--- config.mk ---
export PLATFORM = sky130hd
export DESIGN_NAME = signed_int_to_decimal_ascii
export DESIGN_NICKNAME = d
export VERILOG_FILES = /design/src/hdl/sitoa_pkg.sv /design/src/hdl/sitoa_dabble.sv /design/src/hdl/signed_int_to_decimal_ascii.sv
export SDC_FILE = /design/constraint.sdc
export NUM_CORES = 1
export LEC_CHECK = 0
export BUFFER_PORTS_ARGS = -buffer_cell sky130_fd_sc_hd__buf_2
export CELL_PAD_IN_SITES_DETAIL_PLACEMENT = 2
export CELL_PAD_IN_SITES_GLOBAL_PLACEMENT = 2
export CORE_MARGIN = 8
export CORE_UTILIZATION = 42
export CTS_BUF_LIST = sky130_fd_sc_hd__clkbuf_16
export DETAILED_ROUTE_END_ITERATION = 10
export HOLD_SLACK_MARGIN = 0.15
export PLACE_DENSITY_LB_ADDON = 0.15
export SLEW_MARGIN = 40
export SYNTH_ARGS = -nofsm -noshare
export SYNTH_HDL_FRONTEND = slang
export SYNTH_HIERARCHICAL = 1
export SYNTH_SLANG_ARGS = --single-unit
export TNS_END_PERCENT = 30
--- constraint.sdc ---
create_clock -name i_clk -period 10.4 [get_ports i_clk]
set_input_delay 0.52 -clock i_clk [delete_from_list [all_inputs] [get_ports i_clk]]
set_output_delay 0.52 -clock i_clk [all_outputs]
set_load 0.02 [all_outputs]
--- src/hdl/sitoa_pkg.sv ---
`default_nettype none

package sitoa_pkg;

    localparam int DEF_INPUT_BITS = 32;
    // magnitude bits folded into the BCD register per conversion cycle
    localparam int STEP_BITS      = 4;
    localparam int CHAR_BITS      = 6;

    localparam logic [CHAR_BITS-1:0] CODE_MINUS = 6'd45;
    localparam logic [CHAR_BITS-1:0] CODE_ZERO  = 6'd48;

    // decimal digits needed for an n-bit unsigned magnitude (1233/4096 ~ log10 2)
    function automatic int dec_digits(input int n);
        return (n * 1233) / 4096 + 1;
    endfunction

endpackage

`default_nettype wire

--- src/hdl/sitoa_dabble.sv ---
`default_nettype none

// Shift-and-add-3 step: folds STEP_BITS binary bits, MSB first, into a BCD word.
module sitoa_dabble #(
    parameter int NDIG = 10
) (
    input  wire logic [NDIG*4-1:0]                 i_bcd,
    input  wire logic [sitoa_pkg::STEP_BITS-1:0]   i_bits,
    output logic      [NDIG*4-1:0]                 o_bcd
);
    import sitoa_pkg::*;

    localparam int BCD_W = NDIG * 4;

    logic [BCD_W-1:0] bcd_work;

    always_comb begin
        bcd_work = i_bcd;
        for (int s = 0; s < STEP_BITS; s++) begin
            for (int d = 0; d < NDIG; d++) begin
                if (bcd_work[d*4 +: 4] >= 4'd5) begin
                    bcd_work[d*4 +: 4] = bcd_work[d*4 +: 4] + 4'd3;
                end
            end
            bcd_work = {bcd_work[BCD_W-2:0], i_bits[STEP_BITS-1-s]};
        end
        o_bcd = bcd_work;
    end

endmodule

`default_nettype wire

--- src/hdl/signed_int_to_decimal_ascii.sv ---
`default_nettype none

// Channel | Dir | Handshake          | Word
// --------+-----+--------------------+-----------------------------------
// input   | in  | i_valid / o_stall  | i_value (INPUT_BITS, signed)
// output  | out | o_valid / i_stall  | o_char_code (6), o_last_char (1)
//
// One word in: a load, then ceil(INPUT_BITS/4) double-dabble steps through the
// shared shift/add-3 unit, a minus for a negative word, then the BCD digit positions
// (dec_digits, 10 at 32 bits), each emitted when the output slot is free; leading
// zeros are dropped one per cycle.
// o_stall is high from accept until the final character enters the output register.
// The output register lets the last character wait while the next word is taken.
// Reset is synchronous, active low, and clears control state only.
module signed_int_to_decimal_ascii #(
    parameter int INPUT_BITS = sitoa_pkg::DEF_INPUT_BITS
) (
    input  wire logic                            i_clk,
    input  wire logic                            i_rst_n,
    input  wire logic                            i_valid,
    output logic                                 o_stall,
    input  wire logic signed [INPUT_BITS-1:0]    i_value,
    output logic                                 o_valid,
    input  wire logic                            i_stall,
    output logic [sitoa_pkg::CHAR_BITS-1:0]      o_char_code,
    output logic                                 o_last_char
);
    import sitoa_pkg::*;

    localparam int STEPS  = (INPUT_BITS + STEP_BITS - 1) / STEP_BITS;
    localparam int PW     = STEPS * STEP_BITS;
    localparam int NDIG   = dec_digits(INPUT_BITS);
    localparam int BCD_W  = NDIG * 4;
    localparam int CNT_W  = (STEPS > 1) ? $clog2(STEPS) : 1;
    localparam int REM_W  = $clog2(NDIG + 1);

    localparam logic [1:0] S_IDLE = 2'd0;
    localparam logic [1:0] S_CONV = 2'd1;
    localparam logic [1:0] S_SIGN = 2'd2;
    localparam logic [1:0] S_EMIT = 2'd3;

    logic [1:0]            r_state, n_state;
    logic [PW-1:0]         r_bin, n_bin;
    logic [BCD_W-1:0]      r_bcd, n_bcd;
    logic                  r_neg, n_neg;
    logic [CNT_W-1:0]      r_cnt, n_cnt;
    logic [REM_W-1:0]      r_rem, n_rem;
    logic                  r_started, n_started;
    logic                  r_ovalid, n_ovalid;
    logic [CHAR_BITS-1:0]  r_char, n_char;
    logic                  r_last, n_last;

    logic [INPUT_BITS-1:0] mag;
    logic [BCD_W-1:0]      step_bcd;
    logic [3:0]            top_dig;
    logic                  slot_free;
    logic                  in_acc;

    sitoa_dabble #(
        .NDIG (NDIG)
    ) u_dabble (
        .i_bcd  (r_bcd),
        .i_bits (r_bin[PW-1 -: STEP_BITS]),
        .o_bcd  (step_bcd)
    );

    assign o_stall     = (r_state != S_IDLE);
    assign in_acc      = i_valid && !o_stall;
    assign slot_free   = !r_ovalid || !i_stall;
    assign top_dig     = r_bcd[BCD_W-1 -: 4];
    assign mag         = i_value[INPUT_BITS-1] ? (~i_value + 1'b1) : i_value;
    assign o_valid     = r_ovalid;
    assign o_char_code = r_char;
    assign o_last_char = r_last;

    always_comb begin
        n_state   = r_state;
        n_bin     = r_bin;
        n_bcd     = r_bcd;
        n_neg     = r_neg;
        n_cnt     = r_cnt;
        n_rem     = r_rem;
        n_started = r_started;
        n_ovalid  = r_ovalid && i_stall;
        n_char    = r_char;
        n_last    = r_last;

        unique case (r_state)
            S_IDLE: begin
                if (in_acc) begin
                    n_bin     = PW'(mag);
                    n_bcd     = '0;
                    n_neg     = i_value[INPUT_BITS-1];
                    n_cnt     = '0;
                    n_rem     = REM_W'(NDIG);
                    n_started = 1'b0;
                    n_state   = S_CONV;
                end
            end
            S_CONV: begin
                n_bcd = step_bcd;
                n_bin = r_bin << STEP_BITS;
                n_cnt = r_cnt + 1'b1;
                if (r_cnt == CNT_W'(STEPS - 1)) begin
                    n_state = r_neg ? S_SIGN : S_EMIT;
                end
            end
            S_SIGN: begin
                if (slot_free) begin
                    n_ovalid = 1'b1;
                    n_char   = CODE_MINUS;
                    n_last   = 1'b0;
                    n_state  = S_EMIT;
                end
            end
            S_EMIT: begin
                if (!r_started && top_dig == 4'd0 && r_rem > REM_W'(1)) begin
                    // leading zero: drop it, no character
                    n_bcd = r_bcd << 4;
                    n_rem = r_rem - 1'b1;
                end else if (slot_free) begin
                    n_ovalid  = 1'b1;
                    n_char    = CODE_ZERO + CHAR_BITS'(top_dig);
                    n_last    = (r_rem == REM_W'(1));
                    n_bcd     = r_bcd << 4;
                    n_rem     = r_rem - 1'b1;
                    n_started = 1'b1;
                    if (r_rem == REM_W'(1)) begin
                        n_state = S_IDLE;
                    end
                end
            end
            default: n_state = S_IDLE;
        endcase
    end

    always_ff @(posedge i_clk) begin
        if (!i_rst_n) begin
            r_state  <= S_IDLE;
            r_ovalid <= 1'b0;
        end else begin
            r_state  <= n_state;
            r_ovalid <= n_ovalid;
        end
        r_bin     <= n_bin;
        r_bcd     <= n_bcd;
        r_neg     <= n_neg;
        r_cnt     <= n_cnt;
        r_rem     <= n_rem;
        r_started <= n_started;
        r_char    <= n_char;
        r_last    <= n_last;
    end

    a_accept_starts_conv: assert property (@(posedge i_clk) disable iff (!i_rst_n)
        in_acc |=> r_state == S_CONV)
        else $error("accepted word did not start conversion");

    a_minus_not_last: assert property (@(posedge i_clk) disable iff (!i_rst_n)
        r_ovalid && r_char == CODE_MINUS |-> !r_last)
        else $error("minus sign marked as last character");

    a_emit_rem_nonzero: assert property (@(posedge i_clk) disable iff (!i_rst_n)
        r_state == S_EMIT |-> r_rem != '0)
        else $error("digit counter ran out while emitting");

    a_emit_digit_bcd: assert property (@(posedge i_clk) disable iff (!i_rst_n)
        r_state == S_EMIT |-> top_dig <= 4'd9)
        else $error("invalid BCD digit at emit");

    a_sign_only_neg: assert property (@(posedge i_clk) disable iff (!i_rst_n)
        r_state == S_SIGN |-> r_neg)
        else $error("sign state on non-negative word");

endmodule

`default_nettype wire
Word-level counts from Yosys, hierarchy flattened
Index checks and enable logic that the tools add are counted.
W data, S select, Z words.
{"block": "totals", "regBits": 91, "in_bits": 36, "out_inout_bits": 9, "word_cells": 207}
{"block": "op_classes", "addsub": 44, "magnitude_cmp": 41, "n_eq_ne": 12, "n_mux": 76, "bitwise": 1, "reduce_logical": 23}
{"operator": "$ge A4 B3 Y1 const B", "count": 40}
{"operator": "$mux W4", "count": 39}
{"operator": "$add A4 B2 Y4 const B", "count": 36}
{"operator": "$mux W40", "count": 3}
{"operator": "$pmux W40 S3", "count": 1}
{"operator": "$mux W32", "count": 2}
{"operator": "$pmux W32 S2", "count": 1}
{"operator": "$add A32 B1 Y32 const B", "count": 1}
{"operator": "$not A32 Y32", "count": 1}
{"operator": "$mux W6", "count": 3}
{"operator": "$mux W3", "count": 5}
{"operator": "$add A3 B2 Y3 const B", "count": 4}
{"operator": "$mux W2", "count": 6}
{"operator": "$ne A2 B2 Y1 const B", "count": 6}
{"operator": "$pmux W6 S2", "count": 1}
{"operator": "$mux W1", "count": 9}
{"operator": "$pmux W2 S4", "count": 1}
{"operator": "$pmux W4 S2", "count": 1}
{"operator": "$reduce_and A4 Y1", "count": 2}
{"operator": "$reduce_bool A2 Y1", "count": 4}
{"operator": "$add A5 B5 Y6 const A", "count": 1}
{"operator": "$pmux W1 S2", "count": 3}
{"operator": "$pmux W3 S2", "count": 1}
{"operator": "$reduce_and A3 Y1", "count": 2}
{"operator": "other kinds (16)", "count": 24}

Depth between registers and ports, before layout
Gate-level depths: netlist of the first run.
{"block": "logic_depth", "word_depth": 9, "depth_mapped": 19, "depth_no_buf": 19}

Cells and area by module
Netlist of the first run, hierarchy kept.
{"mod": "sitoa_dabble", "n_inst": 1, "cells_each": 795, "area_each_um2": 5222.5, "seq_area_each_um2": 0.0}
{"mod": "signed_int_to_decimal_ascii", "n_inst": 1, "cells_each": 429, "area_each_um2": 4815.9, "seq_area_each_um2": 2672.6}

Least setup slack after synthesis of the first run
OpenSTA, ideal clock, no wires.
{"block": "synth_path", "kind": "flip-flop to flip-flop", "startpoint": "reg r_bcd[12]", "endpoint": "reg r_bcd[16], data pin", "setup_time_ns": 0.256, "arrival_ns": 3.707, "required_time_ns": 10.144, "slack_ns": 6.437, "stages_incl_launch_ff": 18, "n_path_buf": 2, "period_less_slack_ns": 3.963, "path_cell_list": "edfxtp_1 > inv_1 > ha_1 > nand2b_1 > a21oi_2 > mux2_2 > buf_2 > clkbuf_1 > o21ai_0 > a21oi_1 > ha_1 > maj3_1 > a221oi_1 > mux2i_1 > nor3_1 > nor2_1 > xor2_1 > a22o_1"}
{"block": "synth_between", "elab_chain_cells": 9, "word_cells_on_any_way": 15, "cone_classes": "4 x add/sub; 4 x order compare; 7 x mux"}
{"item": "start: declaration", "line_no": "signed_int_to_decimal_ascii.sv:44", "rtl": "logic [BCD_W-1:0] r_bcd, n_bcd;"}
{"item": "start signal: assignment", "line_no": "signed_int_to_decimal_ascii.sv:146", "rtl": "r_bcd <= n_bcd;"}
{"item": "$add A4 B2 Y4 / $ge A4 B3 Y1 (equally long branches)", "line_no": "sitoa_dabble.sv:22, sitoa_dabble.sv:21"}
{"item": "$mux W4 *", "line_no": "sitoa_dabble.sv:21", "rtl": "if (bcd_work[d*4 +: 4] >= 4'd5) begin"}
{"item": "$add A4 B2 Y4 / $ge A4 B3 Y1 (equally long branches)", "line_no": "sitoa_dabble.sv:22, sitoa_dabble.sv:21"}
{"item": "$mux W4 *", "line_no": "sitoa_dabble.sv:21"}
{"item": "$add A4 B2 Y4 / $ge A4 B3 Y1 (equally long branches)", "line_no": "sitoa_dabble.sv:22, sitoa_dabble.sv:21"}
{"item": "$mux W4 *", "line_no": "sitoa_dabble.sv:21"}
{"item": "$add A4 B2 Y4 / $ge A4 B3 Y1 (equally long branches)", "line_no": "sitoa_dabble.sv:22, sitoa_dabble.sv:21"}
{"item": "$mux W4 *", "line_no": "sitoa_dabble.sv:21"}
{"item": "named net step_bcd[16]", "line_no": "signed_int_to_decimal_ascii.sv:54", "rtl": "logic [BCD_W-1:0] step_bcd;"}
{"item": "$pmux W40 S3 *", "line_no": "signed_int_to_decimal_ascii.sv:88", "rtl": "unique case (r_state)"}
{"item": "named net n_bcd[16]", "line_no": "signed_int_to_decimal_ascii.sv:44"}
Mark *: on every way through the listed nets, which the timed path passes. The rest lies on a longest branch. The select of a mux whose other input is x is not followed.
A chain may end at the register's enable or synchronous reset.

Worst setup path in the final report of the first run
{"block": "layout_path", "startpoint": "reg r_bcd[12]", "endpoint": "reg r_bcd[18], data pin"}
{"block": "layout_between", "elab_chain_cells": 9, "word_cells_on_any_way": 19, "cone_classes": "6 x add/sub; 6 x order compare; 7 x mux"}
{"item": "$add A4 B2 Y4 / $ge A4 B3 Y1 (equally long branches)", "line_no": "sitoa_dabble.sv:22, sitoa_dabble.sv:21"}
{"item": "$mux W4 *", "line_no": "sitoa_dabble.sv:21"}
{"item": "$add A4 B2 Y4 / $ge A4 B3 Y1 (equally long branches)", "line_no": "sitoa_dabble.sv:22, sitoa_dabble.sv:21"}
{"item": "$mux W4", "line_no": "sitoa_dabble.sv:21"}
{"item": "$add A4 B2 Y4 / $ge A4 B3 Y1 (equally long branches)", "line_no": "sitoa_dabble.sv:22, sitoa_dabble.sv:21"}
{"item": "$mux W4", "line_no": "sitoa_dabble.sv:21"}
{"item": "$add A4 B2 Y4 / $ge A4 B3 Y1 (equally long branches)", "line_no": "sitoa_dabble.sv:22, sitoa_dabble.sv:21"}
{"item": "$mux W4 *", "line_no": "sitoa_dabble.sv:21"}
{"item": "named net step_bcd[18]", "line_no": "signed_int_to_decimal_ascii.sv:54"}
{"item": "$pmux W40 S3 *", "line_no": "signed_int_to_decimal_ascii.sv:88"}
{"item": "named net n_bcd[18]", "line_no": "signed_int_to_decimal_ascii.sv:44"}
Mark *: on every way through the listed nets, which the timed path passes. The rest lies on a longest branch.

==> results_dict.tcl, run 1 <==
set metrics [dict create \
    synth_nets 1302 \
    ant_nets 0 \
    fin_crit_ps 4620 \
    antenna_found_initial 0 \
    core_um2 23500 \
    synth_largest_area_cell "edfxtp_1" \
    grt-ovfl-total 0 \
    worstPathMaxFanout 23 \
    synth_cell_types 97 \
    cts_resized 0 \
    first_iter_violations 549 \
    layout.nets 1295 \
    hold_start "i_rst_n" \
    diodes 0 \
    r2r-end "r_bcd[18]" \
    synth_ff_type "edfxtp_1" \
    r2r_cells 15 \
    cts_root_buf "clkbuf_16" \
    cp-start-kind "register" \
    fillCellCount 2658 \
    synthArstFlopShare 0 \
    die_y_um 171 \
    r2r-start "r_bcd[12]" \
    cpMostUsedCell "ha_1" \
    cp_slowest_cell "mux2_2" \
    start_util 0.428 \
    cts_setup_buffers 0 \
    multi_input_area_um2 6960 \
    netlist_area_um2 10000 \
    dieArea_um2 29100 \
    via_count 9690 \
    netlist.area_leader.share 0.260 \
    critical_path_buf_inv_count 2 \
    worstSetupEndpointType "register" \
    finalSetupViolCount 0 \
    cp.required_ps 10500 \
    worstSkewPairLatency_ps 350 \
    cts-buffers-inserted 9 \
    grt_pass1_wl_um 52500 \
    drcViolationCount 0 \
    holdBufCountCts 0 \
    area_growth_pct 8.06 \
    rows 56 \
    yosysSeqAreaShare 0.266 \
    clkTransAtPathRegs_ps 60 \
    rrSetupSlack_ps 5780 \
    ioPinCount 45 \
    totalWireLength_um 31800 \
    fin_crit_sh 0.444 \
    synth_area_leaders "edfxtp_1 26%, ha_1 5.2%, a21oi_1 3.9%, nor2_1 3.7%, nand2_1 3.6%" \
    hold_class "in -> reg" \
    worstSetupStartpoint "r_bcd[12]" \
    drt_pass1_iterations 5 \
    clock_path_buffers 2 \
    clock.fmax_mhz 216 \
    register_area_um2 2670 \
    syn_avg_cell_area_um2 8.20 \
    maxCapViolCount 0 \
    drive_above_1_share 0.121 \
    cts_sinks 90 \
    yosys_warnings 6 \
    max-slew-margin-rel 0.455 \
    routedWlPerCell_um 20.6 \
    critPathArrivalTime_ps 4720 \
    htree_levels 3 \
    hold_path_depth 2 \
    skew_ps 10.2 \
    status "complete, no violations" \
    worst_pin_slew_ps 794 \
    grt_max_degree 71 \
    vias_per_cell 6.29 \
    die_w_um 171 \
    tritoncts "built" \
    dp_hpwl_um 22800 \
    cp_slowest_stage_delay_ps 540 \
    grt.total_usage 0.216 \
    gp_congestion 0.826 \
    tns_ps 0 \
    worst_hold_path.endpoint "o_valid" \
    numPortBuffers 43 \
    finalHoldViolCount 0 \
    synth_cells 1224 \
    worstSetupPathType "reg -> reg" \
    synth_seq_cells 90 \
    grt_pass1_vias 10236 \
    slew_violations 0 \
    critical_path.top_delay_family "compound AO/OA/AOI/OAI gates" \
    synth_edf_count 87 \
    crit_path_cell_trace "inv_1 -> ha_1 -> nand2b_1 -> a21oi_2 -> mux2_2 -> a21oi_1 -> xnor2_2 -> inv_2 -> ha_1 -> a221o_1 -> nand4_1 -> nor2_1 -> a2111oi_0 -> nand2_1 -> a22o_1" \
    rsz0062_at_grt "no" \
]
metrics by stage:
stage	setup WS, ps	util	hold WS (ps)	area [µm²]	std cells
6_report	5780	0.462	450	10800	1541
5_1_grt	5510	0.462	440	10800	1541
4_1_cts	5630	0.461	444	10800	1539
3_5_place_dp	5650	0.446	521	10500	1523
3_3_place_gp	5940	0.445	506	10400	1523
2_1_floorplan	6440	-	500	10000	1224
Yosys cell counts, types with 18 or more instances:
cell type / count
mux2i_1: 28
o21ai_0: 68
inv_1: 50
nand3_1: 49
nand2_1: 97
xnor2_1: 26
edfxtp_1: 87
or4_1: 18
nor2_1: 98
ha_1: 42
nor3_1: 35
a22o_1: 41
clkbuf_1: 50
nand2b_1: 32
a21oi_1: 78
layer usage:
layer,routed length [µm],track usage
met3,609,0.0270
met5,0,0
met4,166,0.0347
met2,15900,0.384
met1,15100,0.278
worst register-to-register path, delay by kind of cell, from the launching register on:
family | cells | cell delay, ps
compound gates | 5 | 1730
mux | 1 | 540
fa+ha+maj | 2 | 520
flops | 1 | 480
simple gates | 4 | 450
buf+inv | 2 | 390
xor+xnor | 1 | 250
flip-flops by register name (all words and copies together) (netlist names):
name	count
o_char_code	5
o_last_char	1
o_valid	1
r_bcd	40
r_bin	32
r_cnt	3
r_neg	1
r_rem	4
r_started	1
r_state	2
how the worst max path moves through the flow:
stage / cells after the start / slack (ps) / end
after floorplan: 17 / 6440 / r_bcd[16]
after global placement: 14 / 5940 / r_bcd[18]
after detailed placement: 14 / 5650 / r_bcd[18]
after CTS: 14 / 5630 / r_bcd[18]
after global routing: 15 / 5510 / r_bcd[18]
final: 15 / 5780 / r_bcd[18]
layout make-up:
class	instances	share of cell area
multi-input cells	1010	0.642
inverters	55	0.0193
well taps	319	0.0368
repair buffers	51	0.0249
clock buffers	9	0.0208
clock inverters	7	0.0101
flip-flops and latches	90	0.246
kinds of logic after synthesis:
| family | count (synthesis) | share of synthesized area |
|---|---|---|
| XOR/XNOR | 47 | 0.0492 |
| AO/OA/AOI/OAI | 425 | 0.301 |
| other | 1 | 0.000374 |
| buffers and inverters | 124 | 0.0490 |
| multiplexers | 45 | 0.0500 |
| AND/OR/NAND/NOR | 444 | 0.226 |
| flip-flops | 90 | 0.266 |
| adder cells (fa/ha/maj) | 48 | 0.0583 |
cell usage in the layout, fill, tap and decap left out, types with 10 or more instances in the layout:
| cell type | n |
|---|---|
| nor2b_1 | 11 |
| a22o_1 | 41 |
| o31ai_1 | 13 |
| a221oi_1 | 12 |
| or4_1 | 18 |
| nand3_1 | 49 |
| o211ai_1 | 17 |
| o311ai_0 | 11 |
| o21ai_0 | 68 |
| xnor2_1 | 24 |
| edfxtp_1 | 87 |
| a21oi_2 | 14 |
| nor2_1 | 98 |
| and2_1 | 17 |
| nor3_1 | 35 |
| o22ai_1 | 11 |
| or3_1 | 14 |
| inv_1 | 52 |
| a31oi_1 | 14 |
| mux2i_1 | 28 |
| or2_2 | 10 |
| mux2_2 | 13 |
| nand2_1 | 97 |
| o21ai_1 | 16 |
| a21oi_1 | 75 |
| ha_1 | 40 |
| xor2_1 | 13 |
| nand4_1 | 17 |
| a211oi_1 | 17 |
| nand2b_1 | 32 |
| o21a_1 | 11 |
| nor3b_1 | 12 |
| buf_2 | 43 |
Power of run 1 is not shown: default switching activity piles up to over one toggle a cycle in this logic, so the estimate is an artifact.
==> run 2, diff against run 1 <==
--- a/config.mk
+++ b/config.mk
@@ -9,7 +9,7 @@
 export CELL_PAD_IN_SITES_DETAIL_PLACEMENT = 2
 export CELL_PAD_IN_SITES_GLOBAL_PLACEMENT = 2
 export CORE_MARGIN = 8
-export CORE_UTILIZATION = 42
+export CORE_UTILIZATION = 35
 export CTS_BUF_LIST = sky130_fd_sc_hd__clkbuf_16
 export DETAILED_ROUTE_END_ITERATION = 10
 export HOLD_SLACK_MARGIN = 0.15
==> constraint.sdc (replaced) <==
create_clock -name i_clk -period 3.7 [get_ports i_clk]
set_input_delay 0.185 -clock i_clk [delete_from_list [all_inputs] [get_ports i_clk]]
set_output_delay 0.185 -clock i_clk [all_outputs]
set_load 0.02 [all_outputs]
==> results_dict.tcl, run 2 (same netlist as run 1, synthesis figures left out) <==
set metrics [dict create \
    grt-ovfl-total 0 \
    cts-buffers-inserted 9 \
    worstSkewPairLatency_ps 350 \
    grt_pass1_wl_um 56300 \
    worstSetupStartpoint "r_bcd[36]" \
    grt_pass1_vias 10851 \
    cp.required_ps 3810 \
    max-slew-margin-rel 0.468 \
    largest_register "r_bcd" \
    tritoncts "built" \
    ant_nets 0 \
    rrSetupSlack_ps 60 \
    routedWlPerCell_um 20.2 \
    worstSetupPathType "reg -> reg" \
    fin_crit_sh 0.984 \
    clock.fmax_mhz 275 \
    final_cell_area_um2 12100 \
    hold_class "in -> reg" \
    dieArea_um2 34400 \
    top_usage_layer "met2" \
    via_count 10144 \
    use_met3 0.0208 \
    gp_congestion 0.801 \
    slew_violations 0 \
    use_met1 0.249 \
    layout.nets 1412 \
    critPathArrivalTime_ps 3750 \
    hold_path_depth 3 \
    r2r-start "r_bcd[36]" \
    start_util 0.353 \
    dp.cells 1682 \
    drt_pass1_iterations 5 \
    core_um2 28500 \
    tns_ps 0 \
    r2r_cells 17 \
    use_met2 0.359 \
    skew_ps 13.3 \
    die_w_um 185 \
    hold_start "i_value[0]" \
    r2r-end "r_bcd[38]" \
    placed_area_um2 11200 \
    drcViolationCount 0 \
    finalHoldViolCount 0 \
    cts_sinks 90 \
    diodes 0 \
    ioPinCount 45 \
    cp-start-kind "register" \
    drive_above_1_share 0.256 \
    status "complete, no violations" \
    final_cell_mix "123 x buf_4, 96 x nor2_1, 95 x nand2_1" \
    first_iter_violations 453 \
    dp_hpwl_um 25200 \
    vias_per_cell 5.89 \
    maxCapViolCount 0 \
    finalSetupViolCount 0 \
    numPortBuffers 43 \
    totalWireLength_um 34800 \
    worstSetupEndpointType "register" \
    stdcell_count 1723 \
    place_ws_ps -161 \
    htree_levels 3 \
    fillCellCount 3252 \
    antenna_found_initial 0 \
    grt_max_degree 68 \
    die_y_um 185 \
    grt.total_usage 0.198 \
    cts_root_buf "clkbuf_16" \
    worst_hold_path.endpoint "r_bin[0]" \
    rows 62 \
    fin_crit_ps 3640 \
    layout_commonest_cell "buf_4" \
    worst_pin_slew_ps 798 \
    largest_reg_flops 40 \
    rsz0062_at_grt "yes" \
    clock_path_buffers 2 \
    fin_ws_ps 60.3 \
    clkTransAtPathRegs_ps 80 \
    worstPathMaxFanout 4 \
    area_growth_pct 20.2 \
]
[run 2: cell types whose count changed in the layout (fill, tap and decap cells not counted), sizes merged]
| cell | before | now |
|---|---|---|
| buf | 49 | 167 |
| bufinv | 3 | 0 |
| clkbuf | 11 | 9 |
| clkinv | 2 | 3 |
| clkinvlp | 0 | 2 |
| dlygate4sd3 | 0 | 1 |
[run 2: worst max-delay path by stage]
stage          cells after the start  slack [ps]         to
4_1_cts                           16         -30  r_bcd[35]
6_report                          17          60  r_bcd[38]
3_5_place_dp                      16        -160  r_bcd[38]
5_1_grt                           19        -160  r_bcd[38]
2_1_floorplan                     16        -200  r_bcd[17]
3_3_place_gp                      19          50  r_bcd[38]
[run 2: metrics by stage]
step | hold slack, ps | util
floorplan | 284 | -
global placement | 476 | 0.395
detailed placement | 479 | 0.395
CTS | 162 | 0.408
global route | 192 | 0.424
finish | 167 | 0.424
[run 2: critical path, cell delays in order, from the launching register on]
cell and delay, ps:
edfxtp_1 470, inv_1 100, ha_2 200, nand2b_1 80, a21oi_2 230, mux2_4 350
o21bai_1 160, a31oi_1 220, inv_1 80, ha_2 190, nor2_2 80, o21bai_1 80
mux2i_2 230, ha_2 260, nand2b_1 80, a21oi_2 240, mux2i_1 110, a22o_1 240
[run 2: final cells by class]
| class | instances | area [µm²] | area share |
|---|---|---|---|
| well taps | 384 | 480 | 0.0398 |
| clock inverters | 7 | 45.0 | 0.00373 |
| repair buffers | 168 | 1160 | 0.0961 |
| inverters | 55 | 209 | 0.0173 |
| flip-flops and latches | 90 | 2670 | 0.222 |
| multi-input cells | 1010 | 7270 | 0.603 |
| clock buffers | 9 | 225 | 0.0187 |
[run 2: per-layer routing]
metal | wire (µm) | vias to the layer above | share of wire
met5 | 0 | - | 0
met4 | 471 | 0 | 0.014
met3 | 593 | 35 | 0.017
met2 | 17600 | 102 | 0.50
met1 | 16200 | 5099 | 0.46
li1 | - | 4908 | -
[run 2: what timing repair did]
item / 4_1_cts / 5_1_grt
hold endpoints to repair: 3 / 0
buffers inserted: 5 / 19
pin swaps: 0 / 24
setup endpoints to repair: 20 / 33
hold buffers: 1 / 0
resized for setup: 16 / 89
Power of run 2 is left out for the same reason.
